`config.mk`:
```
export PLATFORM = sky130hd
export DESIGN_NAME = obstacle_steering_decider_unit
export DESIGN_NICKNAME = d
export VERILOG_FILES = /design/src/rtl/osd_pkg.sv /design/src/rtl/osd_cfg_regs.sv /design/src/rtl/osd_decide.sv /design/src/rtl/obstacle_steering_decider_unit.sv
export SDC_FILE = /design/constraint.sdc
export NUM_CORES = 1
export LEC_CHECK = 0
export ABC_AREA = 1
export BUFFER_PORTS_ARGS = -buffer_cell sky130_fd_sc_hd__buf_2
export CORE_ASPECT_RATIO = 0.6
export CORE_MARGIN = 1.5
export CORE_UTILIZATION = 30
export CTS_CLUSTER_SIZE = 30
export DETAILED_ROUTE_END_ITERATION = 16
export PLACE_DENSITY = 0.55
export SYNTH_ARGS = -nofsm -noshare
export SYNTH_HDL_FRONTEND = slang
export SYNTH_SLANG_ARGS = --single-unit
```
`constraint.sdc`:
```
create_clock -name aclk -period 24.8 [get_ports aclk]
set_clock_uncertainty 0.1 [all_clocks]
set_input_delay 2.48 -clock aclk [delete_from_list [all_inputs] [get_ports aclk]]
set_output_delay 2.48 -clock aclk [all_outputs]
set_load 0.02 [all_outputs]
```
`src/rtl/osd_pkg.sv`:
```
`default_nettype none

package osd_pkg;

    localparam int TIME_BITS_DEF = 32;
    localparam int DIST_BITS_DEF = 16;

    localparam int RAW_BITS   = 16;
    localparam int NOW_BITS   = 32;
    localparam int WIN_BITS   = 10;
    localparam int MARGIN_BITS = 8;
    localparam int HOLD_BITS  = 16;
    localparam int CFG_IDX_BITS  = 3;
    localparam int CFG_DATA_BITS = 16;

    localparam logic [HOLD_BITS-1:0] STOP_HOLD_MS  = HOLD_BITS'(80);
    localparam logic [HOLD_BITS-1:0] FWD_HOLD_MS   = HOLD_BITS'(90);
    localparam logic [HOLD_BITS-1:0] NUDGE_HOLD_MS = HOLD_BITS'(5);

    typedef enum logic [1:0] {
        CMD_STOP  = 2'd0,
        CMD_FWD   = 2'd1,
        CMD_LEFT  = 2'd2,
        CMD_RIGHT = 2'd3
    } drive_cmd_t;

    typedef enum logic [CFG_IDX_BITS-1:0] {
        REG_VALID_MIN     = 3'd0,
        REG_VALID_MAX     = 3'd1,
        REG_STOP_DISTANCE = 3'd2,
        REG_FORWARD_BONUS = 3'd3,
        REG_SWITCH_HYST   = 3'd4,
        REG_WALL_NEAR     = 3'd5,
        REG_WALL_MARGIN   = 3'd6,
        REG_TURN_HOLD     = 3'd7
    } cfg_index_t;

    typedef struct packed {
        logic [WIN_BITS-1:0]    valid_min;
        logic [WIN_BITS-1:0]    valid_max;
        logic [WIN_BITS-1:0]    stop_distance;
        logic [MARGIN_BITS-1:0] forward_bonus;
        logic [MARGIN_BITS-1:0] switch_hysteresis;
        logic [MARGIN_BITS-1:0] wall_near;
        logic [MARGIN_BITS-1:0] wall_margin;
        logic [HOLD_BITS-1:0]   turn_hold_ms;
    } osd_cfg_t;

    localparam osd_cfg_t CFG_RESET = '{
        valid_min:         WIN_BITS'(3),
        valid_max:         WIN_BITS'(300),
        stop_distance:     WIN_BITS'(23),
        forward_bonus:     MARGIN_BITS'(15),
        switch_hysteresis: MARGIN_BITS'(15),
        wall_near:         MARGIN_BITS'(13),
        wall_margin:       MARGIN_BITS'(5),
        turn_hold_ms:      HOLD_BITS'(130)
    };

endpackage

`default_nettype wire

```
`src/rtl/osd_cfg_regs.sv`:
```
`default_nettype none

module osd_cfg_regs (
    input  wire logic                               aclk,
    input  wire logic                               aresetn,
    input  wire logic                               cfg_valid,
    input  wire logic [osd_pkg::CFG_IDX_BITS-1:0]   cfg_index,
    input  wire logic [osd_pkg::CFG_DATA_BITS-1:0]  cfg_data,
    output osd_pkg::osd_cfg_t                       cfg
);
    import osd_pkg::*;

    osd_cfg_t cfg_reg, cfg_next;

    always_comb begin
        cfg_next = cfg_reg;
        if (cfg_valid) begin
            unique case (cfg_index_t'(cfg_index))
                REG_VALID_MIN:     cfg_next.valid_min         = cfg_data[WIN_BITS-1:0];
                REG_VALID_MAX:     cfg_next.valid_max         = cfg_data[WIN_BITS-1:0];
                REG_STOP_DISTANCE: cfg_next.stop_distance     = cfg_data[WIN_BITS-1:0];
                REG_FORWARD_BONUS: cfg_next.forward_bonus     = cfg_data[MARGIN_BITS-1:0];
                REG_SWITCH_HYST:   cfg_next.switch_hysteresis = cfg_data[MARGIN_BITS-1:0];
                REG_WALL_NEAR:     cfg_next.wall_near         = cfg_data[MARGIN_BITS-1:0];
                REG_WALL_MARGIN:   cfg_next.wall_margin       = cfg_data[MARGIN_BITS-1:0];
                REG_TURN_HOLD:     cfg_next.turn_hold_ms      = cfg_data[HOLD_BITS-1:0];
                default:           cfg_next = cfg_reg;
            endcase
        end
    end

    always_ff @(posedge aclk) begin
        if (!aresetn) begin
            cfg_reg <= CFG_RESET;
        end else begin
            cfg_reg <= cfg_next;
        end
    end

    assign cfg = cfg_reg;

endmodule

`default_nettype wire

```
`src/rtl/osd_decide.sv`:
```
`default_nettype none

module osd_decide #(
    parameter int TIME_BITS = osd_pkg::TIME_BITS_DEF,
    parameter int DIST_BITS = osd_pkg::DIST_BITS_DEF
) (
    input  wire osd_pkg::osd_cfg_t             cfg,
    input  wire logic [osd_pkg::RAW_BITS-1:0]  left_raw,
    input  wire logic [osd_pkg::RAW_BITS-1:0]  front_raw,
    input  wire logic [osd_pkg::RAW_BITS-1:0]  right_raw,
    input  wire logic [osd_pkg::NOW_BITS-1:0]  time_ms,
    input  wire osd_pkg::drive_cmd_t           held_dir,
    input  wire logic [TIME_BITS-1:0]          deadline,
    output osd_pkg::drive_cmd_t                cmd,
    output osd_pkg::drive_cmd_t                held_dir_new,
    output logic [TIME_BITS-1:0]               deadline_new
);
    import osd_pkg::*;

    localparam int SW = DIST_BITS + 1;

    function automatic logic [DIST_BITS-1:0] clean_dist(
        input logic [RAW_BITS-1:0] raw,
        input logic [WIN_BITS-1:0] vmin,
        input logic [WIN_BITS-1:0] vmax
    );
        logic in_win;
        in_win = (raw >= RAW_BITS'(vmin)) && (raw <= RAW_BITS'(vmax));
        return in_win ? raw[DIST_BITS-1:0] : '0;
    endfunction

    logic [DIST_BITS-1:0] dl, df, dr;
    logic [DIST_BITS-1:0] bv_left, best_val, cur_val;
    logic [TIME_BITS-1:0] now;
    logic [SW-1:0]        df_bonus, cur_hyst, dl_margin, dr_margin;
    logic                 in_hold, front_blocked, left_ok, right_ok, keep_held;
    logic                 nudge_right, nudge_left;
    drive_cmd_t           best, chosen;
    logic [HOLD_BITS-1:0] span;

    assign dl  = clean_dist(left_raw,  cfg.valid_min, cfg.valid_max);
    assign df  = clean_dist(front_raw, cfg.valid_min, cfg.valid_max);
    assign dr  = clean_dist(right_raw, cfg.valid_min, cfg.valid_max);
    assign now = TIME_BITS'(time_ms);

    assign in_hold       = now < deadline;
    assign front_blocked = (df == '0) || (SW'(df) <= SW'(cfg.stop_distance));

    // widest direction with forward bonus
    assign df_bonus = SW'(df) + SW'(cfg.forward_bonus);
    assign left_ok  = (dl != '0) && (SW'(dl) > df_bonus) && (dl > df);
    assign bv_left  = left_ok ? dl : df;
    assign right_ok = (dr != '0) && (SW'(dr) > df_bonus) && (dr > bv_left);
    assign best_val = right_ok ? dr : bv_left;

    always_comb begin
        priority if (right_ok) best = CMD_RIGHT;
        else if (left_ok)      best = CMD_LEFT;
        else                   best = CMD_FWD;
    end

    always_comb begin
        unique case (held_dir)
            CMD_FWD:  cur_val = df;
            CMD_LEFT: cur_val = dl;
            default:  cur_val = dr;
        endcase
        if (cur_val == '0) cur_val = DIST_BITS'(1);
    end

    // hold the current direction unless the new one wins by the hysteresis
    assign cur_hyst  = SW'(cur_val) + SW'(cfg.switch_hysteresis);
    assign keep_held = (best != held_dir) && (SW'(best_val) < cur_hyst);

    always_comb begin
        chosen = keep_held ? held_dir : best;
        if (chosen == CMD_STOP) chosen = CMD_RIGHT;
    end

    assign dl_margin   = SW'(dl) + SW'(cfg.wall_margin);
    assign dr_margin   = SW'(dr) + SW'(cfg.wall_margin);
    assign nudge_right = (dl != '0) && (dr != '0) && (SW'(dl) < SW'(cfg.wall_near))
                         && (SW'(dr) > dl_margin);
    assign nudge_left  = (dl != '0) && (dr != '0) && (SW'(dr) < SW'(cfg.wall_near))
                         && (SW'(dl) > dr_margin);

    always_comb begin
        cmd          = CMD_FWD;
        held_dir_new = held_dir;
        span         = cfg.turn_hold_ms;
        priority if (in_hold) begin
            cmd = (held_dir == CMD_FWD || held_dir == CMD_LEFT) ? held_dir : CMD_RIGHT;
        end else if (front_blocked) begin
            if (dl == '0 && dr == '0) begin
                cmd          = CMD_STOP;
                held_dir_new = CMD_FWD;
                span         = STOP_HOLD_MS;
            end else begin
                cmd          = (dr >= dl) ? CMD_RIGHT : CMD_LEFT;
                held_dir_new = cmd;
            end
        end else if (chosen == CMD_FWD) begin
            priority if (nudge_right) begin
                cmd  = CMD_RIGHT;
                span = NUDGE_HOLD_MS;
            end else if (nudge_left) begin
                cmd  = CMD_LEFT;
                span = NUDGE_HOLD_MS;
            end else begin
                cmd  = CMD_FWD;
                span = FWD_HOLD_MS;
            end
            held_dir_new = cmd;
        end else begin
            cmd          = chosen;
            held_dir_new = chosen;
        end
    end

    assign deadline_new = in_hold ? deadline : now + TIME_BITS'(span);

endmodule

`default_nettype wire

```
`src/rtl/obstacle_steering_decider_unit.sv`:
```
`default_nettype none

// An accepted input word passes through the input register and then the result register;
// m_tvalid rises once the staged word advances into the result register.
// Throughput: one word per cycle unless m_tready stalls the output; decision and state update together.
// The held direction and hold deadline loop through the decision logic once per word.
// Reset (aresetn low, synchronous): both stages empty, configuration to defaults,
// held direction forward, hold deadline zero.
module obstacle_steering_decider_unit #(
    parameter int TIME_BITS = osd_pkg::TIME_BITS_DEF,
    parameter int DIST_BITS = osd_pkg::DIST_BITS_DEF
) (
    input  wire logic                               aclk,
    input  wire logic                               aresetn,
    input  wire logic                               s_tvalid,
    output logic                                    s_tready,
    // left_raw[15:0], front_raw[31:16], right_raw[47:32], time_ms[79:48]
    input  wire logic [79:0]                        s_tdata,
    output logic                                    m_tvalid,
    input  wire logic                               m_tready,
    // drive_command[1:0], zeros[7:2]
    output logic [7:0]                              m_tdata,
    input  wire logic                               cfg_valid,
    output logic                                    cfg_ready,
    input  wire logic [osd_pkg::CFG_IDX_BITS-1:0]   cfg_index,
    input  wire logic [osd_pkg::CFG_DATA_BITS-1:0]  cfg_data
);
    import osd_pkg::*;

    osd_cfg_t cfg;

    logic                 in_valid_reg, in_valid_next;
    logic [RAW_BITS-1:0]  left_reg, front_reg, right_reg;
    logic [NOW_BITS-1:0]  time_reg;
    logic                 out_valid_reg, out_valid_next;
    drive_cmd_t           cmd_reg, cmd;
    drive_cmd_t           held_dir_reg, held_dir_next, held_dir_new;
    logic [TIME_BITS-1:0] deadline_reg, deadline_next, deadline_new;
    logic                 advance, s_accept;

    assign cfg_ready = 1'b1;

    osd_cfg_regs u_cfg (
        .aclk      (aclk),
        .aresetn   (aresetn),
        .cfg_valid (cfg_valid),
        .cfg_index (cfg_index),
        .cfg_data  (cfg_data),
        .cfg       (cfg)
    );

    osd_decide #(
        .TIME_BITS (TIME_BITS),
        .DIST_BITS (DIST_BITS)
    ) u_decide (
        .cfg          (cfg),
        .left_raw     (left_reg),
        .front_raw    (front_reg),
        .right_raw    (right_reg),
        .time_ms      (time_reg),
        .held_dir     (held_dir_reg),
        .deadline     (deadline_reg),
        .cmd          (cmd),
        .held_dir_new (held_dir_new),
        .deadline_new (deadline_new)
    );

    // move the staged word into the result register when that slot frees up
    assign advance  = in_valid_reg && (!out_valid_reg || m_tready);
    assign s_tready = !in_valid_reg || advance;
    assign s_accept = s_tvalid && s_tready;

    assign in_valid_next  = s_accept || (in_valid_reg && !advance);
    assign out_valid_next = advance || (out_valid_reg && !m_tready);
    assign held_dir_next  = advance ? held_dir_new : held_dir_reg;
    assign deadline_next  = advance ? deadline_new : deadline_reg;

    always_ff @(posedge aclk) begin
        if (!aresetn) begin
            in_valid_reg  <= 1'b0;
            out_valid_reg <= 1'b0;
            held_dir_reg  <= CMD_FWD;
            deadline_reg  <= '0;
        end else begin
            in_valid_reg  <= in_valid_next;
            out_valid_reg <= out_valid_next;
            held_dir_reg  <= held_dir_next;
            deadline_reg  <= deadline_next;
        end
    end

    always_ff @(posedge aclk) begin
        if (s_accept) begin
            left_reg  <= s_tdata[15:0];
            front_reg <= s_tdata[31:16];
            right_reg <= s_tdata[47:32];
            time_reg  <= s_tdata[79:48];
        end
        if (advance) begin
            cmd_reg <= cmd;
        end
    end

    assign m_tvalid = out_valid_reg;
    assign m_tdata  = {6'b0, cmd_reg};

    held_never_stop: assert property (@(posedge aclk) disable iff (!aresetn)
        held_dir_reg != CMD_STOP)
        else $error("held direction is stop");

    stop_holds_forward: assert property (@(posedge aclk) disable iff (!aresetn)
        (advance && cmd == CMD_STOP) |=> (held_dir_reg == CMD_FWD))
        else $error("stop did not record forward");

    hold_keeps_state: assert property (@(posedge aclk) disable iff (!aresetn)
        (advance && (TIME_BITS'(time_reg) < deadline_reg))
        |=> ($stable(held_dir_reg) && $stable(deadline_reg)))
        else $error("state changed inside hold window");

    staged_word_kept: assert property (@(posedge aclk) disable iff (!aresetn)
        (in_valid_reg && !advance) |=> in_valid_reg)
        else $error("staged word dropped");

    not_ready_means_full: assert property (@(posedge aclk) disable iff (!aresetn)
        !s_tready |-> (in_valid_reg && out_valid_reg && !m_tready))
        else $error("input stalled with free slot");

endmodule

`default_nettype wire
```
==> results of run 1 <==
-- cell families (layout without fill, tap and decap cells) --
family / count (synthesis) / count (layout) / synth area share
AO/OA/AOI/OAI: 476 / 476 / 0.169
XOR/XNOR: 52 / 52 / 0.0291
adder cells (fa/ha/maj): 297 / 297 / 0.240
buffers and inverters: 305 / 414 / 0.0753
flip-flops: 196 / 196 / 0.303
other: 2 / 98 / 0.000479
AND/OR/NAND/NOR: 662 / 662 / 0.184
-- synth_stat cells (all sizes together) (7+ instances only) --
cell type,count,area share
o21bai,11,0.0062
nand2,351,0.087
buf,10,0.0046
o211ai,27,0.013
ha,292,0.23
a21oi,218,0.070
a21o,7,0.0034
edfxtp,82,0.16
nand3,71,0.024
clkbuf,29,0.0070
a211oi,9,0.0046
nor3,16,0.0051
dfxtp,114,0.15
o22ai,10,0.0040
xor2,32,0.018
nor2,159,0.040
xnor2,20,0.011
inv,266,0.064
nor4,15,0.0068
nand4,36,0.014
o21ai,170,0.055
-- cell usage in the layout (no fill, tap or decap), types with 10 or more instances in the layout --
cell type	Yosys	final
sky130_fd_sc_hd__nor2_1	154	154
sky130_fd_sc_hd__nand3_1	69	69
sky130_fd_sc_hd__edfxtp_1	82	82
sky130_fd_sc_hd__buf_2	0	107
sky130_fd_sc_hd__conb_1	2	98
sky130_fd_sc_hd__xor2_1	32	32
sky130_fd_sc_hd__o21ai_0	161	161
sky130_fd_sc_hd__inv_1	261	260
sky130_fd_sc_hd__ha_1	292	292
sky130_fd_sc_hd__xnor2_1	20	20
sky130_fd_sc_hd__nand2_1	340	340
sky130_fd_sc_hd__nor4_1	13	13
sky130_fd_sc_hd__o22ai_1	10	10
sky130_fd_sc_hd__a21oi_1	217	217
sky130_fd_sc_hd__o211ai_1	27	27
sky130_fd_sc_hd__clkbuf_16	0	18
sky130_fd_sc_hd__nand4_1	36	36
sky130_fd_sc_hd__nor3_1	16	16
sky130_fd_sc_hd__dfxtp_1	114	114
-- through the flow --
step | area (um^2) | hold WS (ps) | util | total power, mW | std cells
after global routing | 17900 | 371 | 0.349 | 0.863 | 2888
after CTS | 17900 | 357 | 0.349 | 0.819 | 2888
after global placement | 17300 | 346 | 0.338 | 0.533 | 2856
final | 17900 | 356 | 0.349 | 0.818 | 2888
after detailed placement | 17300 | 346 | 0.338 | 0.535 | 2856
after floorplan | 16000 | 330 | - | 0.486 | 2086
-- cell type report --
type | instances | area share
tap | 693 | 0.0485
clock buffer | 22 | 0.0260
clock inverter | 10 | 0.00532
inverter | 266 | 0.0559
sequential | 196 | 0.265
multi-input combinational | 1585 | 0.565
timing repair buffer | 116 | 0.0337
-- where the power goes --
part / total (mW) / leakage (nW) / switching [mW] / internal, mW
clock network: 0.284 / 0.281 / 0.138 / 0.146
logic: 0.165 / 6.58 / 0.105 / 0.0604
registers: 0.369 / 1.73 / 0.0141 / 0.355
total: 0.818 / 8.60 / 0.257 / 0.561
-- path summary, 6_finish.rpt --
path / startpoint / endpoint / slack, ps
worst max-delay path: front_reg[9] / deadline_reg[30] / 12150
worst min-delay path: u_cfg.cfg[12] / u_cfg.cfg[12] / 360
worst max register to register: front_reg[9] / deadline_reg[30] / 12150
worst min register to register: u_cfg.cfg[12] / u_cfg.cfg[12] / 360
-- metal layers --
metal | part of all wire | up-vias | GRT usage
met2 | 0.38 | 406 | 0.262
met5 | 0 | - | 0
li1 | - | 7151 | -
met3 | 0.079 | 43 | 0.0549
met1 | 0.53 | 6542 | 0.296
met4 | 0.0099 | 0 | 0.0339
-- worst reg2reg max path, delay by kind of cell, from the launching register on --
kind	cells	cell delay (ps)
adder cells (fa/ha/maj)	7	2220
AO/OA/AOI/OAI	24	4950
flip-flops	1	560
buffers and inverters	6	910
AND/OR/NAND/NOR	33	3790
==> impl.org, run 1 <==
** CTS
- Clock-pin slew on the worst setup and hold paths :: 80 ps
- The root buffer cell chosen for the clock tree is sky130_fd_sc_hd__clkbuf_16.
- Hold repair after CTS inserted 0 buffers.
- Number of buffers on the longest clock path :: 2
- In this run, post-CTS repair resized a total of 0 instances.
- The clock tree synthesis step divided the H-tree into 4 levels.
- The tree built by TritonCTS fans out to slightly below 200 sinks.
- The number of clock buffers added by TritonCTS is 17.
- Post CTS Setup Buffer Count :: 0
- Clock latency reported for the late side of the worst-skew pair :: approximately 470 ps
- CTS tree :: yes

** Timing
- Tcrit/Tclk final :: 0.510
- Final Hold Viols :: 0
- Measured against its own limit, the worst slew margin works out to 0.376.
- At the pin with the least slew margin, the transition time is a little over 900 ps.
- The final number of max-transition violations was 0.
- After layout, the worst setup slack is approximately 12000 ps.
- Final count of negative-setup-slack endpoints :: 0
- In the final timing run, aggregate negative setup slack is 0 ps.
- Timing would allow up to ~80 MHz.
- Counting I/O delays and the setup requirement, the final critical path takes about 13000 ps.
- Unrepaired setup endpoints after global routing :: no

** Finish
- The area growth from synthesis to layout is 14.1%.
- In the final layout, the multi-input gates occupy ~10000 um^2.
- Area taken by flip-flops and latches :: 4740 um^2
- The net count of the finished layout is between 2000 and 3000.
- Total inserted antenna cells :: 0
- In the final layout, the share of cells above drive strength 1 is 0.0811.
- Count of filler cells inserted in the layout :: about 5400
- Number of flip-flops in the largest register :: 78

** Die
- Die height :: between 150 and 200 um
- I/O pin cnt :: ~120
- Number of placement rows :: 64
- Die footprint :: ~54000 um^2
- Measured along the x axis, the die boundary spans roughly 300 um.
- The total area inside the core boundary comes to 51200 um^2.
- For this configuration, the core starts out at a cell density of 0.306.

** Power and ir drop
- Power density over the cells :: about 46 nW/um^2
- Worst-case vdd ir drop :: roughly 52 uV
- For this design the static power due to leakage is about 8.6 nW.

** Synth
- In this run the cell area of the synthesized design comes to around 16000 um^2.
- Number of synthesized flops with an enable pin :: 82
- Synthesis produced a netlist whose cell count is ~2000.
- Leading register cell type out of synthesis :: sky130_fd_sc_hd__dfxtp_1
- After synthesis, the share of flip-flops with an asynchronous set or reset is 0.
- Sequential share of the synthesized area :: 0.303
- The number of different library cells used by synthesis comes to 61.
- In this run, synthesis produced a sequential element count of 196.
- Yosys synthesis warning count :: 0
- Synthesized area divided by synthesized cell count :: 7.87 um^2

** Routing
- Using the TritonRoute via totals, the vias-per-cell ratio works out to 4.90.
- ANT nets after route :: 0
- For this run, the detailed router's first-pass iteration total came to 6.
- In the routed design, unresolved DRC markers number 0.
- Mean routed wirelength per cell :: ~18 um
- Count of routing violations after the opening detailed-route iteration :: between 1000 and 1500
- Overall routed net length :: around 52000 um
- Number of vias in the routed layout :: 14100

** Min path
- Type of the worst min-delay path :: reg2reg
- Hold path cells :: 2

** Setup path
- The critical path crosses 70 cells after its start point.
- Category of the worst setup path launch point :: register
- Together, buffers and inverters on the worst path number 6.
- Critical-path top delay cell :: sky130_fd_sc_hd__edfxtp_1
- Of all nets on the critical path, the largest fanout is 17.
- The worst register-to-register path has a depth of 70.
- Most used cell along the critical path :: sky130_fd_sc_hd__nand2_1
- Largest stage delay, worst path :: approximately 560 ps
- Arrival time reported for the critical path endpoint :: 12880 ps
- The worst setup path is of the reg2reg kind.
- Required time reported for the critical path endpoint :: ~25000 ps
- Kind of capture point of the worst setup path :: register
- Broken down by cell family, the worst path's largest delay share belongs to compound AO/OA/AOI/OAI gates.

** Placed design
- GP Congestion :: 0.943
- Before CTS, the worst setup slack after placement is around 13000 ps.
- Detailed placement ended at an HPWL of 41300 um.
- The count of buffers added on input and output ports is roughly 110.

** Global routing
- In the global route stage, overall resource usage came out at 0.192.
- Global routing finished with a remaining overflow of 0.
- Wire length of the first global-routing pass :: a little under 80000 um
- The number of antenna violations at the first check in global routing was 2.
- Entering global routing, the biggest net connects 71 pins.
- The number of global-route vias before repair was between 10000 and 15000.

** Status
- Status :: finished, final reports clean

** Run
- Across the run, the number of max-cap violations was 0.
Note: power is estimated with default switching activity, not from simulation.
==> run 2, diff against run 1 <==
==> constraint.sdc (replaced) <==
create_clock -name aclk -period 11.75 [get_ports aclk]
set_clock_uncertainty 0.1 [all_clocks]
set_input_delay 1.175 -clock aclk [delete_from_list [all_inputs] [get_ports aclk]]
set_output_delay 1.175 -clock aclk [all_outputs]
set_load 0.02 [all_outputs]
==> impl.org, run 2 (synthesis gave the netlist of run 1 again) <==
** CTS
- Count of hold buffers inserted by post-cts repair :: 0 (unchanged)
- The number of clock buffers inserted by TritonCTS was 17 (unchanged).
- TritonCTS built the clock tree.
- CTS sink count :: 196 (unchanged)
- The worst-case clock buffer depth was 2 (unchanged).
- The later-pin clock latency in the skew report came to 470 ps (about the same).
- The deepest level of the CTS H-tree is 4 (unchanged).
- Clock-pin slew on the worst setup and hold paths :: 80 ps (about the same)
- The tree is rooted in a sky130_fd_sc_hd__clkbuf_16.

** Setup path
- Required time reported for the critical path endpoint :: 12050 ps (-12980 ps)
- The endpoint identified for the worst register-to-register timing path is deadline_reg[30].
- Launch point of the worst path :: front_reg[0]
- The worst setup path is launched from a register.
- The worst register-to-register path begins at front_reg[0].
- The critical path arrival is 11290 ps (-1590 ps).
- Register-to-register setup slack :: 760 ps (-11390 ps)
- STA classifies the critical path endpoint as a register.
- The maximum cell stage delay along the critical path came to 440 ps (-120 ps).
- The count of cells along the worst register-to-register path was 77 (+10%).
- Critical path start-end classification :: reg2reg
- The slowest stage of the critical path belongs to the cell sky130_fd_sc_hd__edfxtp_1.
- Most used cell along the critical path :: sky130_fd_sc_hd__nand2_1
- CP Max Fanout :: 17 (unchanged)

** Min path
- Endpoint of the worst hold-timing path :: u_cfg.cfg[14]
- Type of the worst min-delay path :: reg2reg
- The worst hold path depth was 2 (unchanged).
- In this run the most critical hold path is launched from u_cfg.cfg[14].

** Routing
- Count of routing violations after the opening detailed-route iteration :: 1649 (+27%)
- The mean number of vias per cell was 4.95 (+1.1%).
- Overall routed net length :: 52200 um (+1.1%)
- ANT nets after route :: 0 (unchanged)
- Detailed-router iteration count before antenna repair :: 5 (-1)
- The average wire length per cell after detail routing is 17.9 um (-0.12%).
- The DRC violations left was 0 (unchanged).
- Number of vias in the routed layout :: 14500 (+2.3%)

** Finish
- The library cell used most frequently in the layout, excluding fill and tap cells, is sky130_fd_sc_hd__nand2_1.
- Layout cells sized above 1 :: 0.110 (+0.0292)
- Combined area of the multi-input logic cells :: 10200 um^2 (+1.1%)
- Area taken by flip-flops and latches :: 4740 um^2 (unchanged)
- Total inserted antenna cells :: 0 (unchanged)
- The number of nets in the layout was 2619 (+1.4%).
- The end-of-flow core utilization came to 0.357 (+0.00776).
- From synthesis to final layout, the design area changed by 16.7%.
- Number of flip-flops in the largest register :: 78 (unchanged)
- Commonest cells after routing, fill and taps aside :: sky130_fd_sc_hd__nand2_1 (338), sky130_fd_sc_hd__ha_1 (291), sky130_fd_sc_hd__inv_1 (257), sky130_fd_sc_hd__a21oi_1 (213), sky130_fd_sc_hd__o21ai_0 (151)
- Count of filler cells inserted in the layout :: 5354 (-1.5%)

** Timing
- Transition at the pin with the smallest max-transition slack :: 1110 ps (+175 ps)
- The highest attainable clock frequency came to 91.0 MHz (+15%).
- Final count of negative-setup-slack endpoints :: 0 (unchanged)
- The final total negative setup slack came to 0 ps (unchanged).
- Tcrit/Tclk final :: 0.935 (+0.425)
- The worst slew margin relative to its limit came to 0.261 (-0.115).
- The final hold violation count came to 0 (unchanged).
- Max-slew violations :: 0 (unchanged)
- The time the worst path needs with I/O delays and setup came to 10990 ps (-1660 ps).

** Power and ir drop
- The switching share of power is 0.320 (+0.00604).
- The power density of the placed cells is 95.5 nW/um^2 (+110%).
- The internal power contribution came to 1.19 mW (+110%).
- The proportion of power drawn by the clock network is 0.347 (about the same).
- Standby leakage power :: 8.77 nW (+2.1%)
- Worst-case vdd ir drop :: 114 uV (+120%)
- The fraction of power consumed by sequential logic came to 0.446 (-0.005).
- Share of power burned in combinational logic :: 0.208 (+0.006)
- Total power consumption of the routed design :: 1.74 mW (+110%)
- Switching power of the nets :: 559 uW (+120%)

** Status
- The run finished with clean final reports.

** Placed design
- Detailed Place HPWL :: 41500 um (+0.40%)
- The number of port buffers is 107 (unchanged).
- GP Congestion :: 0.925 (-1.9%)

** Global routing
- Total global-route track usage :: 0.194 (+0.00120)
- Wire length of the first global-routing pass :: 79100 um (+0.49%)
- Pin count of the biggest net entering global routing :: 109 (+54%)
- Number of global-route vias before repair :: 13200 (+0.41%)
- The number of antenna violations at the first check in global routing came to 1 (-1).
- The global route total overflow is 0 (unchanged).

** Die
- Die height :: 180 um (unchanged)
- Number of placement rows :: 64 (unchanged)
- The total die area is 53600 um^2 (unchanged).
- Core footprint :: 51200 um^2 (unchanged)
- Starting density of the core :: 0.306 (unchanged)
- The number of primary I/O pins is 115 (unchanged).
- The die width came to 298 um (unchanged).

** Run
- The reported max-cap violation count is 0 (unchanged).
[run 2: cell types whose count changed in the layout (fill, tap and decap cells not counted), sizes merged]
cell / before / now
clkinv: 5 / 4
bufinv: 1 / 0
buf: 116 / 151
clkinvlp: 0 / 2
inv: 270 / 271
[run 2: critical path, delay by kind of cell, from the launching register on]
family,cells,cell delay [ps]
simple gates,32,3210
xor+xnor,1,270
buf+inv,10,980
compound gates,26,3750
fa+ha+maj,8,2180
flops,1,440
[run 2: final cells by class]
class	count	share of cell area
multi-input combinational	1585	0.559
sequential	196	0.260
inverter	266	0.0549
tap	693	0.0474
timing repair buffer	151	0.0474
clock buffer	22	0.0266
clock inverter	10	0.00466
timing repair inverter	1	0.000411
[run 2: worst max-delay path by stage]
stage / endpoint / cells after the start
floorplan: deadline_reg[28] / 73
global placement: deadline_reg[30] / 71
detailed placement: deadline_reg[30] / 70
CTS: deadline_reg[30] / 79
global route: deadline_reg[28] / 79
finish: deadline_reg[30] / 77
[run 2: power by group through the flow]
stage	Combinational (mW)	Sequential, mW	Clock [mW]
after global placement	0.336	0.793	0
final	0.362	0.778	0.605
after floorplan	0.244	0.782	0
after global routing	0.412	0.782	0.643
after detailed placement	0.341	0.793	0
after CTS	0.344	0.778	0.618
[run 2: layer usage]
layer | track usage | vias to the layer above | routed length (um)
li1 | - | 7211 | -
met2 | 0.263 | 478 | 19900
met3 | 0.0476 | 29 | 4800
met1 | 0.304 | 6754 | 27100
met5 | 0.0150 | - | 115
met4 | 0.0294 | 2 | 371
[run 2: per-stage QoR]
stage / area, um^2 / hold WS, ps / setup WS (ps) / instances
after floorplan: 16000 / 330 / 1730 / 2086
after CTS: 18100 / 361 / 23.2 / 2917
after detailed placement: 17500 / 349 / -74.4 / 2884
final: 18300 / 356 / 760 / 2924
after global routing: 18300 / 389 / -90.2 / 2924
after global placement: 17500 / 343 / 251 / 2884
[run 2: timing repair]
action / CTS / global route
buffers inserted: 1 / 6
pin swaps: 0 / 8
gates cloned: 0 / 1
resized for setup: 3 / 41
endpoints found under the setup margin: 5 / 23
==> run 3, diff against run 2 <==
--- a/config.mk
+++ b/config.mk
@@ -12,7 +12,7 @@
 export CORE_UTILIZATION = 30
 export CTS_CLUSTER_SIZE = 30
 export DETAILED_ROUTE_END_ITERATION = 16
-export PLACE_DENSITY = 0.55
+export PLACE_DENSITY = 0.57
 export SYNTH_ARGS = -nofsm -noshare
 export SYNTH_HDL_FRONTEND = slang
 export SYNTH_SLANG_ARGS = --single-unit
==> constraint.sdc (replaced) <==
create_clock -name aclk -period 9.4 [get_ports aclk]
set_clock_uncertainty 0.1 [all_clocks]
set_input_delay 0.94 -clock aclk [delete_from_list [all_inputs] [get_ports aclk]]
set_output_delay 0.94 -clock aclk [all_outputs]
set_load 0.02 [all_outputs]
==> impl.org, run 3 (synthesis gave the netlist of run 1 again) <==
** Finish
- The number of fill cells in the layout was 5179 (-3.3%).
- Layout cells sized above 1 :: 0.238 (+0.128)
- Area added between synthesis and finish :: 32.2%
- The top cell types in the final layout, fill and taps aside, are sky130_fd_sc_hd__nand2_1 (314), sky130_fd_sc_hd__ha_1 (276), sky130_fd_sc_hd__inv_1 (250), sky130_fd_sc_hd__buf_4 (249), sky130_fd_sc_hd__a21oi_1 (194).
- The antenna diode count was 0 (unchanged).
- The flip-flop count of the largest register after layout was 78 (unchanged).
- Post-layout utilization of the core :: 0.404 (+0.0474)
- Leading cell type in the layout, fill and taps excluded :: sky130_fd_sc_hd__nand2_1
- The number of nets in the layout was 2848 (+8.7%).
- The post-layout instance count excluding filler cells is 3153 (+7.8%).

** Power and ir drop
- Cell-internal power :: 1.53 mW (+29%)
- Total power consumption of the routed design :: 2.24 mW (+28%)
- The fraction of power consumed by sequential logic is 0.433 (-0.013).
- Share of power burned in the clock network :: 0.309 (-0.038)
- The power density of the placed cells came to 108 nW/um^2 (+13%).
- The net switching power is 708 uW (+27%).
- The largest vdd supply drop is 132 uV (+16%).
- The reported leakage power came to 10.0 nW (+14%).
- Share of power burned in combinational logic :: 0.258 (+0.050)
- The switching share of power came to 0.316 (-0.00422).

** Placed design
- Placed instance count :: 3054 (+5.9%)
- Detailed Place HPWL :: 43600 um (+5.1%)
- Port Buffers :: 107 (unchanged)
- GP Congestion :: 0.973 (+5.1%)

** Timing
- The time the worst path needs with I/O delays and setup came to 10420 ps (-574 ps).
- The highest attainable clock frequency came to 96.0 MHz (+5.5%).
- Unrepaired setup endpoints after global routing :: yes
- The final number of max-transition violations came to 0 (unchanged).
- Transition at the pin with the smallest max-transition slack :: 1120 ps (+12.6 ps)
- The final number of setup-violating endpoints came to 28 (+28).
- The final hold violation count is 0 (unchanged).
- Accumulated negative setup slack :: -18870 ps (-18870 ps)
- Headroom to the max-slew limit :: 0.243 (-0.0182)
- The share of the clock period used by the worst path after layout came to 1.11 (+0.173).
- The worst hold margin came to 363 ps (+6.23 ps).
- Final worst setup slack :: -1020 ps (-1780 ps)

** Setup path
- Register-to-register setup slack :: -1020 ps (-1780 ps)
- Among the stages of the critical path, the cell type that occurs most often is sky130_fd_sc_hd__buf_6.
- Arrival time reported for the critical path endpoint :: 10640 ps (-650 ps)
- The endpoint required time on the critical path came to 9620 ps (-2430 ps).
- Critical-path top delay cell :: sky130_fd_sc_hd__edfxtp_1
- Kind of capture point of the worst setup path :: register
- CP Max Fanout :: 6 (-11)
- The maximum cell stage delay along the critical path came to 480 ps (+40 ps).
- Category of the worst setup path launch point :: register
- The worst setup path is of the reg2reg kind.

** CTS
- The cell sitting at the root of the clock tree is a sky130_fd_sc_hd__clkbuf_16.
- The number of clock sinks was 196 (unchanged).
- Clock buffer count from CTS :: 17 (unchanged)
- Clock latency reported for the late side of the worst-skew pair :: 460 ps (about the same)
- The number of hold-repair buffers added at the cts stage is 0 (unchanged).
- Number of buffers on the longest clock path :: 2 (unchanged)
- The clock-pin slew on the worst setup and hold paths is 70 ps (about the same).
- The deepest level of the CTS H-tree came to 4 (unchanged).
- TritonCTS built the clock tree.

** Global routing
- Wire length of the first global-routing pass :: 82700 um (+4.6%)
- Congestion Overflow GR :: 0 (unchanged)
- The maximum number of pins on one net before global-route repair is 109 (unchanged).
- The overall routing resource usage is 0.200 (+0.00603).
- Antenna violations before repair :: 3 (+2)
- The number of global-route vias before repair came to 14300 (+8.3%).

** Routing
- The final antenna-violating net count is 0 (unchanged).
- The total iterations of the first detailed-routing run was 5 (unchanged).
- The DRC violations left is 0 (unchanged).
- Count of routing violations after the opening detailed-route iteration :: 1260 (-24%)
- Average vias per placed instance :: 4.88 (-1.4%)
- The average wire length per cell after detail routing is 17.5 um (-2.1%).
- The sum of routed wire segments on met1 is 27900 um (+2.9%).
- Detailed route wirelength on metal2 :: 21800 um (+9.5%)
- The final wirelength was 55100 um (+5.6%).
- In this run the top signal layer used is met5.
- Number of vias in the routed layout :: 15400 (+6.3%)
- Routed met3 length :: 4970 um (+3.6%)

** Die
- Starting density of the core :: 0.306 (unchanged)
- Chip width :: 298 um (unchanged)
- The vertical die dimension is 180 um (unchanged).
- The floorplan core area came to 51200 um^2 (unchanged).
- The number of primary I/O pins is 115 (unchanged).
- Number of placement rows :: 64 (unchanged)
- Die footprint :: 53600 um^2 (unchanged)

** Status
- The checks that failed: setup timing.
- Status :: finished with violations

** Run
- The reported max-cap violation count is 0 (unchanged).

** Min path
- Type of the worst min-delay path :: reg2reg
==> run 3: worst max-delay path, delay by kind of cell (launching register included) <==
kind,cells,cell delay [ps]
AO/OA/AOI/OAI,21,2940
buffers and inverters,21,2330
AND/OR/NAND/NOR,26,2230
adder cells (fa/ha/maj),7,1900
flip-flops,1,480
XOR/XNOR,2,260
==> run 3: per-layer routing <==
| layer | track usage | vias up |
|---|---|---|
| met1 | 0.306 | 7139 |
| met5 | 0 | - |
| met4 | 0.0309 | 2 |
| met3 | 0.0546 | 48 |
| met2 | 0.278 | 519 |
| li1 | - | 7678 |
==> run 3: what timing repair did <==
item | in CTS | in global routing
setup endpoints to repair | 31 | 31
setup buffers | 38 | 29
pin swaps | 79 | 64
gates resized for setup | 119 | 92
gates cloned | 2 | 0
==> run 3: area by class of cell <==
type	instances	area, um^2	area share
Timing Repair inverter	1	7.51	0.000363
Clock buffer	22	454	0.0219
Clock inverter	10	77.6	0.00375
Inverter	266	1010	0.0490
Tap cell	693	867	0.0419
Timing Repair Buffer	379	2670	0.129
Sequential cell	196	4740	0.229
Multi-Input combinational cell	1586	10900	0.525
==> run 3: final timing paths <==
path / startpoint / endpoint / depth (start not counted)
worst min register to register: deadline_reg[0] / deadline_reg[0] / 2
worst max register to register: front_reg[1] / deadline_reg[6] / 77
worst min-delay path: deadline_reg[0] / deadline_reg[0] / 2
worst max-delay path: front_reg[1] / deadline_reg[6] / 77
==> run 3: metrics by stage <==
step                instance area (um^2)  worst slack [ps]
detailed placement                 18900             -1420
CTS                                20100              -683
global placement                   18900             -1030
floorplan                          16100             0.923
global route                       20700             -1560
finish                             20700             -1020
==> run 3: power groups by stage <==
stage                     registers (mW)  logic [mW]  clock network (mW)
after global routing               0.975       0.640               0.737
after CTS                          0.970       0.511               0.704
after global placement             0.988       0.471                   0
after detailed placement           0.988       0.481                   0
final                              0.971       0.577               0.692
after floorplan                    0.977       0.308                   0
